## src/hdl/ddmc_pkg.sv

```systemverilog
package ddmc_pkg;

  localparam int CmdW = 2;
  localparam int HeadW = 15;
  localparam int PulseW = 12;
  localparam int RegW = 21;
  localparam int BrakeW = 23;

  localparam logic [1:0] CMD_TICK = 2'd0;
  localparam logic [1:0] CMD_ROTATE = 2'd1;
  localparam logic [1:0] CMD_DRIVE = 2'd2;
  localparam logic [1:0] CMD_UNUSED = 2'd3;

  localparam logic [2:0] REG_MAX_ROT = 3'd0;
  localparam logic [2:0] REG_DRIVE_MAX = 3'd1;
  localparam logic [2:0] REG_BRAKE_DIST = 3'd2;
  localparam logic [2:0] REG_ACCEL = 3'd3;
  localparam logic [2:0] REG_BRAKE_STEP = 3'd4;

  localparam int PiQ12 = 12868;
  localparam int QuarterPiQ12 = 3217;
  localparam int ThreeQuarterPiQ12 = 9651;
  localparam int AlignQ12 = 205;
  localparam int ArriveQ16 = 656;
  localparam longint LOffQ16 = 64'd98094285;
  localparam longint LGainQ16 = 64'd38450627;
  localparam longint ROffQ16 = 64'd98172928;
  localparam longint RGainQ16 = 64'd38818284;

  typedef enum logic [2:0] {
    ST_IDLE,
    ST_PREP,
    ST_DIV,
    ST_APPLY,
    ST_PULSE,
    ST_OUT
  } state_t;

  typedef struct packed {
    logic load;
    logic prep;
    logic div_step;
    logic apply;
    logic pulse;
  } ctrl_t;

  typedef struct packed {
    logic need_div;
    logic div_last;
  } stat_t;

endpackage

```

## src/hdl/ddmc_ctrl.sv

```systemverilog
module ddmc_ctrl (
  input  logic clk,
  input  logic rst,
  input  logic in_valid,
  output logic in_ready,
  output logic out_valid,
  input  logic out_ready,
  input  ddmc_pkg::stat_t stat,
  output ddmc_pkg::ctrl_t ctrl
);
  import ddmc_pkg::*;

  state_t state, state_next;

  always_ff @(posedge clk) begin
    if (rst) begin
      state <= ST_IDLE;
    end else begin
      state <= state_next;
    end
  end

  always_comb begin
    state_next = state;
    ctrl = '0;
    in_ready = 1'b0;
    out_valid = 1'b0;
    unique case (state)
      ST_IDLE: begin
        in_ready = 1'b1;
        if (in_valid) begin
          ctrl.load = 1'b1;
          state_next = ST_PREP;
        end
      end
      ST_PREP: begin
        ctrl.prep = 1'b1;
        state_next = stat.need_div ? ST_DIV : ST_APPLY;
      end
      ST_DIV: begin
        ctrl.div_step = 1'b1;
        if (stat.div_last) state_next = ST_APPLY;
      end
      ST_APPLY: begin
        ctrl.apply = 1'b1;
        state_next = ST_PULSE;
      end
      ST_PULSE: begin
        ctrl.pulse = 1'b1;
        state_next = ST_OUT;
      end
      ST_OUT: begin
        out_valid = 1'b1;
        if (out_ready) state_next = ST_IDLE;
      end
      default: state_next = ST_IDLE;
    endcase
  end
endmodule

```

## config.mk

```make
export PLATFORM = sky130hd
export DESIGN_NAME = ddmc_ctrl
export DESIGN_NICKNAME = d
export VERILOG_FILES = /design/src/hdl/ddmc_pkg.sv /design/src/hdl/ddmc_ctrl.sv
export SDC_FILE = /design/constraint.sdc
export NUM_CORES = 1
export LEC_CHECK = 0
export ABC_AREA = 1
export BUFFER_PORTS_ARGS = -buffer_cell sky130_fd_sc_hd__buf_2
export CORE_AREA = 4 4 41 43
export DETAILED_ROUTE_END_ITERATION = 10
export DIE_AREA = 0 0 45 47
export PLACE_DENSITY = 0.39
export SLEW_MARGIN = 5
export SYNTH_ARGS = -nofsm -noshare
export SYNTH_HDL_FRONTEND = slang
export SYNTH_SLANG_ARGS = --single-unit
```

## constraint.sdc

```tcl
create_clock -name clk -period 1.3 [get_ports clk]
set_input_delay 0.13 -clock clk [delete_from_list [all_inputs] [get_ports clk]]
set_output_delay 0.13 -clock clk [all_outputs]
set_load 0.02 [all_outputs]
```

==> results by group <==
Run status
  – Status: finished, final reports clean

STA
  – Final Hold Viols: 0
  – Worst slew pin tran: 0.187 ns
  – Final setup fails: 0
  – Final Skew: ~0.0024 ns
  – FMAX: slightly above 800 MHz
  – Crit path time final: approximately 1.2 ns
  – RSZ-0062 raised after global routing: true
  – Slew margin rel.: 0.875
  – Period utilization: 0.932
  – Setup TNS: 0 ns
  – Pins over their slew limit: 0

GRT
  – Total grt overflow: 0
  – Initial antenna violation count: 0
  – Vias in the first global route: 250
  – Total track usage: 0.0727
  – Largest net degree at the start of global routing: 8
  – First-pass GRT wire length: around 990 µm

Routing
  – Via count: 266
  – Wire length per cell: 9.22 µm
  – DR DRC count: 0
  – Vias per cell: a little over 4
  – 1st-iter DRT viols: 5
  – Post-Route WL: slightly below 600 µm
  – Drt pass-1 iters: 2
  – Post-DRT Antenna Nets: 0

Layout
  – Layout cells sized above 1: 0.592
  – Nets: 56
  – # fillers: roughly 170
  – Area of the multi-input gates: 141 µm²
  – Largest register FFs: 3
  – Ant. Diodes: 0
  – Top Registers: state: 3 flops
  – Layout area overhead: 54.4%
  – Most flops, register: state
  – Flip-flop and latch area: 62.6 µm²
  – Commonest non-fill, non-tap cells in the layout: buf_2 (10), inv_1 (5), inv_2 (4)
  – Finished Layout Cells: between 60 and 70
  – Most common cell after layout, fill and taps aside: buf_2

Power and ir drop
  – PD cells: ~1400 nW/µm²
  – Leakage: 0.185 nW
  – Power, Total: just under 0.5 mW
  – Maximum VDD drop: approximately 0.53 mV

Worst setup path
  – Worst-path cell chain: nor2_2, inv_2, nor2_2, buf_4
  – Worst Path Max Fanout: 5
  – Crit path max-delay cell type: dfxtp_1
  – Top cell by count, worst path: nor2_2
  – CP Capture Type: primary output
  – Max stage delay on crit path: between 0.3 and 0.4 ns
  – Crit path required time: about 1.2 ns
  – WS Path Type: flop to primary output
  – CP Launch Type: flop
  – CP arrival: 1.08 ns

Synth
  – Largest family of logic cells by synthesized area: simple AND/OR/NAND/NOR gates
  – Unique masters post-synth: 15
  – Post-Synthesis Cell Area: around 230 µm²
  – Synth warnings: 0
  – Synth Area in Simple Gates: 0.539
  – Synth Area in XOR/XNOR: 0
  – Syn_nets: 39
  – Cells after synthesis: 33
  – Syn_area_per_cell: 6.82 µm²
  – Sequential area share after synthesis: 0.267
  – Synth Register Bits: 3
  – Synth Area in Compound Gates: 0.0444
  – Mux share of post-synthesis cell area: 0
  – Adder-cell area share of the yosys netlist: 0

Floorplan
  – Num ports: 13
  – Die width: approximately 45 µm
  – Initial core utilization: 0.173
  – Die area: approximately 2100 µm²
  – Die Ht: 47 µm
  – Area of the core: 1300 µm²
  – Row count: 13

Clock network
  – Clk sink count: 3
  – Clock root buffer: clkbuf_4
  – H-tree depth: 1
  – Cts bufs inserted: 3
  – Clock transition at path regs: roughly 0.040 ns
  – Clk Latency, worst-skew pair: between 0.2 and 0.25 ns
  – TritonCTS clock tree: yes
  – Clock Path Buffers: 2

Placement
  – DP Wirelength: approximately 480 µm
  – # placed instances: 60
  – I/O Buffers: 12
  – RD Place Congestion: 0.692

Job
  – Max_cap viols: 0

Worst hold path
  – Worst Hold Class: input pin to flop
## layer usage
layer,vias up,share of wire,GRT usage
met1,115,0.43,0.0727
li1,139,-,-
met2,12,0.43,0.0989
met4,0,0,0.0526
met5,-,0,0
met3,0,0.14,0.0613
## Yosys cell counts
| cell type | n | area share |
|---|---|---|
| nand2_1 | 2 | 0.033 |
| nor3b_2 | 1 | 0.056 |
| nor3_1 | 2 | 0.044 |
| inv_2 | 3 | 0.050 |
| inv_1 | 6 | 0.10 |
| a21oi_1 | 1 | 0.022 |
| nor3_4 | 1 | 0.072 |
| nor2_1 | 3 | 0.050 |
| nor2_2 | 3 | 0.083 |
| nand4_1 | 2 | 0.056 |
| nand3_1 | 3 | 0.067 |
| dfxtp_1 | 3 | 0.27 |
| nand3b_1 | 1 | 0.033 |
| nand3_2 | 1 | 0.044 |
| o21ai_0 | 1 | 0.022 |
## report_power, final
part / leakage, nW / switching, mW / internal (mW) / total [mW]
clock: 0.0150 / 0.0495 / 0.115 / 0.165
sequential: 0.0256 / 0.0230 / 0.108 / 0.131
combinational: 0.145 / 0.120 / 0.0684 / 0.188
## metrics by stage
step                      hold slack [ns]  utilization  setup WS (ns)  cell area, µm²
final                              0.0821        0.267         0.0885             348
after global routing               0.0740        0.267        -0.0129             348
after CTS                          0.0762        0.255        0.00957             332
after detailed placement            0.334        0.234          0.245             304
after global placement              0.339        0.234          0.246             304
after floorplan                     0.197            -          0.152             225
## cell type report
| class | instances | share of cell area |
|---|---|---|
| clock buffers | 4 | 0.0755 |
| multi-input cells | 21 | 0.406 |
| well taps | 15 | 0.0540 |
| flip-flops and latches | 3 | 0.180 |
| inverters | 9 | 0.0971 |
| repair buffers | 12 | 0.187 |
## timing repair
action,in CTS,in global routing
hold buffers,0,0
gates resized for setup,1,6
endpoints found under the setup margin,1,6
setup buffers,0,0
pin swaps,0,1
endpoints found under the hold margin,0,0
## critical path, delay by kind of cell, from the launching register on
kind	cells	cell delay, ns
simple gates	2	0.27
flops	1	0.35
buf+inv	2	0.22
## path summary, 6_finish.rpt
check,startpoint,endpoint,slack (ns),cells past startpoint
worst min-delay path,rst,state[2]$_SDFFE_PP0P_,0.08,2
worst max-delay path,state[0]$_SDFFE_PP0P_,ctrl[0],0.09,4
worst max register to register,state[0]$_SDFFE_PP0P_,state[2]$_SDFFE_PP0P_,0.33,5
worst min register to register,state[1]$_SDFFE_PP0P_,state[1]$_SDFFE_PP0P_,0.56,2
## logic make-up (layout without fill, tap and decap cells)
logic type | after synthesis | in the layout
flops | 3 | 3
buf+inv | 9 | 25
simple gates | 19 | 19
compound gates | 2 | 2
Power figures use the tool's default switching activity.
